--- src/hdl/met_pkg.sv ---
`default_nettype none

package met_pkg;

  // encoder geometry
  localparam int unsigned COUNTS_PER_REV = 8192;
  localparam int unsigned CPR_BITS       = $clog2(COUNTS_PER_REV);

  localparam logic signed [14:0] REV_COUNTS  = 15'sd8192;
  localparam logic signed [14:0] HALF_COUNTS = 15'sd4096;

  // degrees in q13
  localparam logic signed [37:0] DEG_Q13_PER_TURN  = 38'sd2949120;
  localparam logic signed [22:0] DEG_Q13_PER_COUNT = 23'sd360;

  // torque scaling: 9549 * 24
  localparam logic [17:0] TORQUE_GAIN = 18'd229176;
  localparam logic [4:0]  CUR_GAIN    = 5'd20;
  localparam int unsigned CUR_SHIFT   = 14;

  localparam logic [7:0] FRAME_CNT_MAX = 8'd255;
  localparam logic [7:0] BIAS_FRAMES_RST = 8'd2;

  // iterative divider
  localparam int unsigned DIV_W     = 24;
  localparam int unsigned DIV_CNT_W = 5;

  typedef struct packed {
    logic accept;
    logic eval;
    logic acc;
    logic mul;
    logic div_step;
    logic load;
  } met_cmd_t;

  typedef struct packed {
    logic process;
    logic out_free;
  } met_sts_t;

endpackage

`default_nettype wire

--- src/hdl/motor_encoder_feedback_tracker_unit.sv ---
// channel   dir  handshake                     tdata / tuser
// s_axis    in   s_axis_tvalid/s_axis_tready   frame fields / action
// m_axis    out  m_axis_tvalid/m_axis_tready   tracker result / torque_invalid
// cfg       in   cfg_we_i (no wait)            bias_frames
//
// a processed frame gives one result beat; the next input beat is taken only once
// its result is loaded; restart and bias frames give no beat
// the torque estimate comes from a radix-2 divider (24 steps)
// one output register: the next beat is accepted while a result waits,
// the result is loaded once the output register is free
// reset clears the tracker state and sets bias_frames to 2
`default_nettype none

module motor_encoder_feedback_tracker_unit #(
  parameter int unsigned RATE_TAPS = 6
) (
  input  wire          clk_i,
  input  wire          rst_ni,
  input  wire          cfg_we_i,
  input  wire  [7:0]   cfg_wdata_i,
  input  wire          s_axis_tvalid,
  output logic         s_axis_tready,
  // angle_raw[12:0], speed_rpm[28:13], current_raw[44:29], temp_raw[52:45]
  input  wire  [55:0]  s_axis_tdata,
  // action[0]
  input  wire  [0:0]   s_axis_tuser,
  output logic         m_axis_tvalid,
  input  wire          m_axis_tready,
  // position_count[29:0], turns[45:30], angle_q13[83:46], step_rate[97:84],
  // filtered_rate[111:98], speed_out[127:112], scaled_current[134:128],
  // torque_estimate[159:135], temperature[167:160]
  output logic [167:0] m_axis_tdata,
  // torque_invalid[0]
  output logic [0:0]   m_axis_tuser
);

  met_pkg::met_cmd_t cmd;
  met_pkg::met_sts_t sts;

  met_ctrl u_ctrl (
    .clk_i      (clk_i),
    .rst_ni     (rst_ni),
    .in_valid_i (s_axis_tvalid),
    .in_ready_o (s_axis_tready),
    .sts_i      (sts),
    .cmd_o      (cmd)
  );

  met_dp #(
    .RATE_TAPS (RATE_TAPS)
  ) u_dp (
    .clk_i           (clk_i),
    .rst_ni          (rst_ni),
    .cmd_i           (cmd),
    .sts_o           (sts),
    .cfg_we_i        (cfg_we_i),
    .cfg_wdata_i     (cfg_wdata_i),
    .in_action_i     (s_axis_tuser[0]),
    .in_angle_i      (s_axis_tdata[12:0]),
    .in_speed_i      (s_axis_tdata[28:13]),
    .in_current_i    (s_axis_tdata[44:29]),
    .in_temp_i       (s_axis_tdata[52:45]),
    .out_valid_o     (m_axis_tvalid),
    .out_ready_i     (m_axis_tready),
    .out_position_o  (m_axis_tdata[29:0]),
    .out_turns_o     (m_axis_tdata[45:30]),
    .out_angle_q13_o (m_axis_tdata[83:46]),
    .out_step_o      (m_axis_tdata[97:84]),
    .out_filt_o      (m_axis_tdata[111:98]),
    .out_speed_o     (m_axis_tdata[127:112]),
    .out_tq_o        (m_axis_tdata[134:128]),
    .out_est_o       (m_axis_tdata[159:135]),
    .out_invalid_o   (m_axis_tuser[0]),
    .out_temp_o      (m_axis_tdata[167:160])
  );

endmodule

`default_nettype wire

--- src/hdl/met_ctrl.sv ---
`default_nettype none

module met_ctrl (
  input  wire              clk_i,
  input  wire              rst_ni,
  input  wire              in_valid_i,
  output logic             in_ready_o,
  input  met_pkg::met_sts_t sts_i,
  output met_pkg::met_cmd_t cmd_o
);

  localparam logic [2:0] S_IDLE = 3'd0;
  localparam logic [2:0] S_EVAL = 3'd1;
  localparam logic [2:0] S_ACC  = 3'd2;
  localparam logic [2:0] S_MUL  = 3'd3;
  localparam logic [2:0] S_DIV  = 3'd4;
  localparam logic [2:0] S_DONE = 3'd5;

  localparam logic [met_pkg::DIV_CNT_W-1:0] DIV_LAST =
    met_pkg::DIV_CNT_W'(met_pkg::DIV_W - 1);

  logic [2:0] state_q, state_d;
  logic [met_pkg::DIV_CNT_W-1:0] cnt_q, cnt_d;

  assign in_ready_o = (state_q == S_IDLE);

  always_comb begin
    state_d = state_q;
    cnt_d   = cnt_q;
    cmd_o   = '0;
    case (state_q)
      S_IDLE: begin
        if (in_valid_i) begin
          cmd_o.accept = 1'b1;
          state_d      = S_EVAL;
        end
      end
      S_EVAL: begin
        cmd_o.eval = 1'b1;
        state_d    = sts_i.process ? S_ACC : S_IDLE;
      end
      S_ACC: begin
        cmd_o.acc = 1'b1;
        state_d   = S_MUL;
      end
      S_MUL: begin
        cmd_o.mul = 1'b1;
        cnt_d     = '0;
        state_d   = S_DIV;
      end
      S_DIV: begin
        cmd_o.div_step = 1'b1;
        cnt_d          = cnt_q + 1'b1;
        if (cnt_q == DIV_LAST) begin
          state_d = S_DONE;
        end
      end
      S_DONE: begin
        if (sts_i.out_free) begin
          cmd_o.load = 1'b1;
          state_d    = S_IDLE;
        end
      end
      default: begin
        state_d = S_IDLE;
      end
    endcase
  end

  always_ff @(posedge clk_i or negedge rst_ni) begin
    if (!rst_ni) begin
      state_q <= S_IDLE;
      cnt_q   <= '0;
    end else begin
      state_q <= state_d;
      cnt_q   <= cnt_d;
    end
  end

endmodule

`default_nettype wire

--- src/hdl/met_dp.sv ---
`default_nettype none

module met_dp #(
  parameter int unsigned RATE_TAPS = 6
) (
  input  wire               clk_i,
  input  wire               rst_ni,
  input  met_pkg::met_cmd_t cmd_i,
  output met_pkg::met_sts_t sts_o,
  input  wire               cfg_we_i,
  input  wire  [7:0]        cfg_wdata_i,
  input  wire               in_action_i,
  input  wire  [12:0]       in_angle_i,
  input  wire  [15:0]       in_speed_i,
  input  wire  [15:0]       in_current_i,
  input  wire  [7:0]        in_temp_i,
  output logic              out_valid_o,
  input  wire               out_ready_i,
  output logic [29:0]       out_position_o,
  output logic [15:0]       out_turns_o,
  output logic [37:0]       out_angle_q13_o,
  output logic [13:0]       out_step_o,
  output logic [13:0]       out_filt_o,
  output logic [15:0]       out_speed_o,
  output logic [6:0]        out_tq_o,
  output logic [24:0]       out_est_o,
  output logic              out_invalid_o,
  output logic [7:0]        out_temp_o
);

  localparam int unsigned IDX_W  = (RATE_TAPS > 1) ? $clog2(RATE_TAPS) : 1;
  localparam int unsigned SUM_W  = 14 + $clog2(RATE_TAPS);
  localparam int unsigned PROD_W = SUM_W + 25;
  localparam logic [IDX_W-1:0] IDX_LAST = IDX_W'(RATE_TAPS - 1);
  // ceil(2^24 / taps): exact truncated quotient for sums below 2^17
  localparam logic [24:0] FILT_RECIP = 25'((2 ** 24 + RATE_TAPS - 1) / RATE_TAPS);

  localparam int unsigned DW = met_pkg::DIV_W;

  // captured frame
  logic        action_q;
  logic [12:0] angle_q;
  logic signed [15:0] speed_q;
  logic signed [15:0] current_q;
  logic [7:0]  temp_q;

  // tracker state
  logic [7:0]  bias_frames_q;
  logic [7:0]  frame_cnt_q;
  logic [12:0] zero_bias_q;
  logic [12:0] prev_angle_q;
  logic signed [15:0] turn_q;
  logic signed [13:0] hist_q [RATE_TAPS];
  logic [IDX_W-1:0]   idx_q;
  logic signed [SUM_W-1:0] sum_q;

  // per-item working registers
  logic signed [13:0] step_q;
  logic [5:0]          tq_mag_q;
  logic                tq_neg_q;
  logic signed [22:0]  aq_lo_q;
  logic signed [37:0]  aq_hi_q;
  logic signed [37:0]  aq_q;
  logic signed [13:0]  filt_q;
  logic                est_neg_q;
  logic [16:0]         rem_q;
  logic [DW-1:0]       quo_q;
  logic [15:0]         divisor_q;

  // frame count and bias decision
  logic [7:0] cnt_next;
  logic       is_bias;
  assign cnt_next = (frame_cnt_q == met_pkg::FRAME_CNT_MAX) ? frame_cnt_q : frame_cnt_q + 1'b1;
  assign is_bias  = (cnt_next <= bias_frames_q);

  assign sts_o.process  = !action_q && !is_bias;
  assign sts_o.out_free = !out_valid_o || out_ready_i;

  // unwrap
  logic signed [14:0] diff;
  logic signed [14:0] step_full;
  logic               wrap_up;
  logic               wrap_dn;
  assign diff    = signed'({2'b00, angle_q}) - signed'({2'b00, prev_angle_q});
  assign wrap_up = (diff < -met_pkg::HALF_COUNTS);
  assign wrap_dn = (diff > met_pkg::HALF_COUNTS);
  always_comb begin
    step_full = diff;
    if (wrap_up) begin
      step_full = diff + met_pkg::REV_COUNTS;
    end else if (wrap_dn) begin
      step_full = diff - met_pkg::REV_COUNTS;
    end
  end

  // torque current magnitude
  logic [16:0] cur_mag;
  logic [21:0] cur_scaled;
  assign cur_mag    = current_q[15] ? 17'(-{current_q[15], current_q})
                                    : 17'({1'b0, current_q});
  assign cur_scaled = 22'(cur_mag) * 22'(met_pkg::CUR_GAIN);

  // angle in q13
  logic signed [13:0] bias_diff;
  logic signed [37:0] turn_ext;
  assign bias_diff = signed'({1'b0, angle_q}) - signed'({1'b0, zero_bias_q});
  assign turn_ext  = 38'(turn_q);

  // moving average magnitude
  logic [SUM_W-1:0]  sum_mag;
  logic [PROD_W-1:0] filt_prod;
  logic [13:0]       filt_mag;
  assign sum_mag   = sum_q[SUM_W-1] ? SUM_W'(-sum_q) : SUM_W'(sum_q);
  assign filt_prod = PROD_W'(sum_mag) * PROD_W'(FILT_RECIP);
  assign filt_mag  = filt_prod[24 +: 14];

  // divider step
  logic [16:0] rem_shift;
  logic [16:0] rem_trial;
  logic        rem_ge;
  assign rem_shift = {rem_q[15:0], quo_q[DW-1]};
  assign rem_ge    = (rem_shift >= {1'b0, divisor_q});
  assign rem_trial = rem_shift - {1'b0, divisor_q};

  // output assembly
  logic signed [29:0] position;
  logic signed [24:0] est_signed;
  assign position   = (30'(turn_q) <<< met_pkg::CPR_BITS) + signed'(30'({17'b0, angle_q}));
  assign est_signed = est_neg_q ? 25'(-{1'b0, quo_q}) : 25'({1'b0, quo_q});

  always_ff @(posedge clk_i or negedge rst_ni) begin
    if (!rst_ni) begin
      bias_frames_q <= met_pkg::BIAS_FRAMES_RST;
      frame_cnt_q   <= '0;
      zero_bias_q   <= '0;
      prev_angle_q  <= '0;
      turn_q        <= '0;
      idx_q         <= '0;
      sum_q         <= '0;
      for (int i = 0; i < RATE_TAPS; i++) begin
        hist_q[i] <= '0;
      end
      out_valid_o   <= 1'b0;
    end else begin
      if (cfg_we_i) begin
        bias_frames_q <= cfg_wdata_i;
      end
      if (cmd_i.eval) begin
        if (action_q) begin
          frame_cnt_q <= '0;
        end else begin
          frame_cnt_q <= cnt_next;
          prev_angle_q <= angle_q;
          if (is_bias) begin
            zero_bias_q <= angle_q;
          end else begin
            if (wrap_up && turn_q != 16'sh7fff) begin
              turn_q <= turn_q + 16'sd1;
            end else if (wrap_dn && turn_q != -16'sh8000) begin
              turn_q <= turn_q - 16'sd1;
            end
          end
        end
      end
      if (cmd_i.acc) begin
        hist_q[idx_q] <= step_q;
        sum_q <= sum_q + SUM_W'(step_q) - SUM_W'(hist_q[idx_q]);
        idx_q <= (idx_q == IDX_LAST) ? '0 : idx_q + 1'b1;
      end
      if (cmd_i.load) begin
        out_valid_o <= 1'b1;
      end else if (out_ready_i) begin
        out_valid_o <= 1'b0;
      end
    end
  end

  always_ff @(posedge clk_i) begin
    if (cmd_i.accept) begin
      action_q  <= in_action_i;
      angle_q   <= in_angle_i;
      speed_q   <= in_speed_i;
      current_q <= in_current_i;
      temp_q    <= in_temp_i;
    end
    if (cmd_i.eval) begin
      step_q <= step_full[13:0];
    end
    if (cmd_i.acc) begin
      tq_mag_q <= cur_scaled[met_pkg::CUR_SHIFT +: 6];
      tq_neg_q <= current_q[15];
      aq_lo_q  <= 23'(bias_diff) * met_pkg::DEG_Q13_PER_COUNT;
      aq_hi_q  <= turn_ext * met_pkg::DEG_Q13_PER_TURN;
    end
    if (cmd_i.mul) begin
      aq_q      <= aq_hi_q + 38'(aq_lo_q);
      filt_q    <= sum_q[SUM_W-1] ? -signed'(filt_mag) : signed'(filt_mag);
      quo_q     <= DW'(24'(tq_mag_q) * 24'(met_pkg::TORQUE_GAIN));
      rem_q     <= '0;
      divisor_q <= speed_q[15] ? 16'(-speed_q) : 16'(speed_q);
      est_neg_q <= tq_neg_q ^ speed_q[15];
    end
    if (cmd_i.div_step) begin
      rem_q <= rem_ge ? rem_trial : rem_shift;
      quo_q <= {quo_q[DW-2:0], rem_ge};
    end
    if (cmd_i.load) begin
      out_position_o  <= position;
      out_turns_o     <= turn_q;
      out_angle_q13_o <= aq_q;
      out_step_o      <= step_q;
      out_filt_o      <= filt_q;
      out_speed_o     <= speed_q;
      out_tq_o        <= tq_neg_q ? 7'(-{1'b0, tq_mag_q}) : {1'b0, tq_mag_q};
      out_est_o       <= (speed_q == '0) ? '0 : est_signed;
      out_invalid_o   <= (speed_q == '0);
      out_temp_o      <= temp_q;
    end
  end

endmodule

`default_nettype wire

--- config.mk ---
export PLATFORM = sky130hd
export DESIGN_NAME = motor_encoder_feedback_tracker_unit
export DESIGN_NICKNAME = d
export VERILOG_FILES = /design/src/hdl/met_pkg.sv /design/src/hdl/motor_encoder_feedback_tracker_unit.sv /design/src/hdl/met_ctrl.sv /design/src/hdl/met_dp.sv
export SDC_FILE = /design/constraint.sdc
export NUM_CORES = 1
export LEC_CHECK = 0
export ABC_AREA = 1
export BUFFER_PORTS_ARGS = -buffer_cell sky130_fd_sc_hd__buf_2
export CORE_UTILIZATION = 42
export CTS_BUF_LIST = sky130_fd_sc_hd__clkbuf_4
export CTS_CLUSTER_SIZE = 12
export DETAILED_ROUTE_END_ITERATION = 7
export MAX_ROUTING_LAYER = met4
export PLACE_DENSITY_LB_ADDON = 0.08
export SYNTH_ARGS = -nofsm -noshare
export SYNTH_HDL_FRONTEND = slang
export SYNTH_HIERARCHICAL = 1
export SYNTH_SLANG_ARGS = --single-unit
--- constraint.sdc ---
create_clock -name clk_i -period 17.6 [get_ports clk_i]
set_input_delay 0 -clock clk_i [delete_from_list [all_inputs] [get_ports clk_i]]
set_output_delay 0 -clock clk_i [all_outputs]
set_load 0.01 [all_outputs]
==> impl_results.md <==
- H-Tree Depth: 4
- Final setup fails: 0
- Top post-synthesis cells by area: edfxtp_1 30%, ha_1 14%, dfrtp_1 11%
- Worst Tran Pin Value: ~1000 ps
- Avg WL per Cell: between 15 and 20 um
- Distinct cells, synth: 67
- Post-synthesis mux area share: 0.0005634
- Initial core utilization: 0.4259
- Highest Clock Rate: about 120 MHz
- CP endpoint kind: flop
- Largest area contributor in the netlist: edfxtp_1
- Slew headroom: 0.3030
- Hold_ws: 255.8 ps
- Number of max-cap violations: 0
- First-pass GRT wire length: roughly 140000 um
- ANT nets after route: 0
- Post-synthesis xor/xnor area fraction: 0.04604
- Share of cells above drive strength 1: 0.1279
- CTS Buf Count: between 150 and 200
- Count leader, synth: inv_1
- #FFs+latches synth: ~540
- Clk_lat worst skew: around 1000 ps
- Vias per cell: ~4.8
- Largest net degree at the start of global routing: between 60 and 70
- Tmin final: 8257 ps
- Final Max Tran Viols: 0
- Top Ports: around 240
- Slowest CP cell: fa_1
- DP Wirelength: roughly 66000 um
- Status: finished with violations
- Startpoint class of the critical path: flop
- Seq/Total Area, Yosys: 0.4093
- Worst path most repeated cell: inv_1
- Synth Instances: a little under 4000
- Syn-to-layout area delta: 16.22%
- Crit path kind: reg -> reg
- Resized cells post-CTS: 0
- CP max stage delay: 730 ps
- Yosys top cell area share: 0.2959
- Vias in the first global route: between 20000 and 30000
- RSZ-0062 raised after global routing: false
- CTS tree: yes
- Largest family of logic cells by synthesized area: adder cells
- Sink Count: 543
- Mean area per synthesized cell: 9.545 um2
- Die width: slightly above 300 um
- Die H: around 300 um
- Longest Clk Path Bufs: 3
- Yosys warns: 6
- Port-buffer cells: approximately 230
- Cell Rows: between 100 and 150
- DRC: 14
- Post-synthesis compound-gate area fraction: 0.09976
- Die Area: around 90000 um2
- Critical Path RT: roughly 18000 ps
- Final worst-path cycle share: 0.4692
- Total number of vias: ~28000
- DRT Wirelength: between 80000 and 90000 um
- Worst-path clk slew: ~70 ps
- WP data arrival: 8970 ps
- Asr flop ratio synth: 0.3149
- Most instantiated cells after synthesis: 727 x inv_1, 649 x nand2_1, 410 x ha_1
- Number of nets in the layout: 5113
- Failing checks: design-rule violations
- Area of the core: about 89000 um2
- Final Util: 0.4949
- Ys flop type: edfxtp_1
- EDFF count, synth: 372
- Crit-path max FO: 11
- Grt ovf: 0
- Placer Congestion: about 0.9
- Clk_skew: 81.91 ps
- Path type of the worst min-delay path: in -> reg
- DR iter-0 viols: roughly 1400
- Post-synthesis simple-gate area fraction: 0.1271
- Adder-cell area share of the yosys netlist: 0.2335
- Layout filler cell count: 8557
- Root Buffer: clkbuf_4
- Global Route Usage Sum: 0.2056
- Post-Syn Area: around 38000 um2
- TritonRoute pass-1 iters: 8
- Fin Setup TNS: 0 ps
- Final Hold Vio Count: 0
- Initial antenna violation count: 3
## sequential cells by signal (all words and copies together), names as in the netlist, 14 cells and up
register              count
u_dp/out_step_o          14
u_dp/filt_q              14
u_dp/aq_lo_q             20
u_dp/out_angle_q13_o     35
u_dp/hist_q              84
u_dp/divisor_q           16
u_dp/out_est_o           25
u_dp/step_q              14
u_dp/quo_q               24
u_dp/sum_q               17
u_dp/current_q           16
u_dp/speed_q             16
u_dp/out_speed_o         16
u_dp/rem_q               16
u_dp/turn_q              16
u_dp/aq_q                35
u_dp/out_position_o      29
u_dp/out_filt_o          14
u_dp/aq_hi_q             22
## critical path, delay by kind of cell (launching register included)
family / cells / cell delay, ps
compound gates: 2 / 450
xor+xnor: 1 / 330
fa+ha+maj: 7 / 3620
buf+inv: 7 / 510
flops: 1 / 610
simple gates: 15 / 2430
## logic make-up after synthesis
group | count (synthesis)
AOI/OAI and AO/OA | 675
xor gates and xnor gates | 196
adders and majority gates | 594
buffers and inverters | 811
DFF | 543
muxes | 2
other | 2
and+or+nand+nor | 1132
## repair_timing
action	4_1_cts	5_1_grt
buffers inserted	0	0
endpoints found under the hold margin	376	0
endpoints found under the setup margin	0	0
hold buffers	148	0
## worst paths after layout
path / slack [ps] / startpoint / endpoint / depth (start not counted)
worst max register to register: 9340 / u_dp/sum_q[0] / u_dp/filt_q[9] / 32
min in group asynchronous: 610 / rst_ni / u_dp/hist_q[76] / 5
worst min register to register: 400 / u_dp/aq_lo_q[15] / u_dp/aq_q[15] / 0
worst max-delay path: 9340 / u_dp/sum_q[0] / u_dp/filt_q[9] / 32
worst min-delay path: 260 / s_axis_tdata[2] / u_dp/angle_q[2] / 3
max in group asynchronous: 16030 / rst_ni / u_ctrl/cnt_q[0] / 5
## cells in the final DEF, fill, tap and decap left out, types with 127 or more instances in the layout
cell and instances:
inv_1 726, nand2_1 649, ha_1 410, edfxtp_1 372, o21ai_0 285, clkbuf_4 243, buf_2 233, a21oi_1 231
nor2_1 203, fa_1 184, dfrtp_1 170, dlygate4sd3_1 147, xor2_1 134, nand3_1 127
## through the flow
stage               setup slack [ps]  instance area [um2]  std cells
floorplan                       1860                37770       3960
global placement                9348                40190       5304
detailed placement              9301                40190       5304
CTS                             9253                43870       5748
global route                    8640                43880       5752
finish                          9343                43880       5752
## metal layers
layer  routed length (um)  share of wire  global-route usage
met5                    0              0                   -
met2                41100           0.47              0.3268
met4                 1686          0.019             0.06085
met1                42110           0.48              0.2670
met3                 3473          0.039             0.03799
## final cells by class
type | count | area (um2) | area share
multi-input combinational | 2606 | 19190 | 0.4373
sequential | 543 | 15450 | 0.3522
timing repair buffer | 403 | 2834 | 0.06459
inverter | 735 | 2763 | 0.06297
clock buffer | 243 | 1824 | 0.04158
tap | 1165 | 1458 | 0.03322
clock inverter | 53 | 347.8 | 0.007928
antenna | 4 | 10.01 | 0.0002281
Power is left out: the tool's default activity adds up to more than one toggle a clock period on the data nets, which glitch-free logic cannot reach.
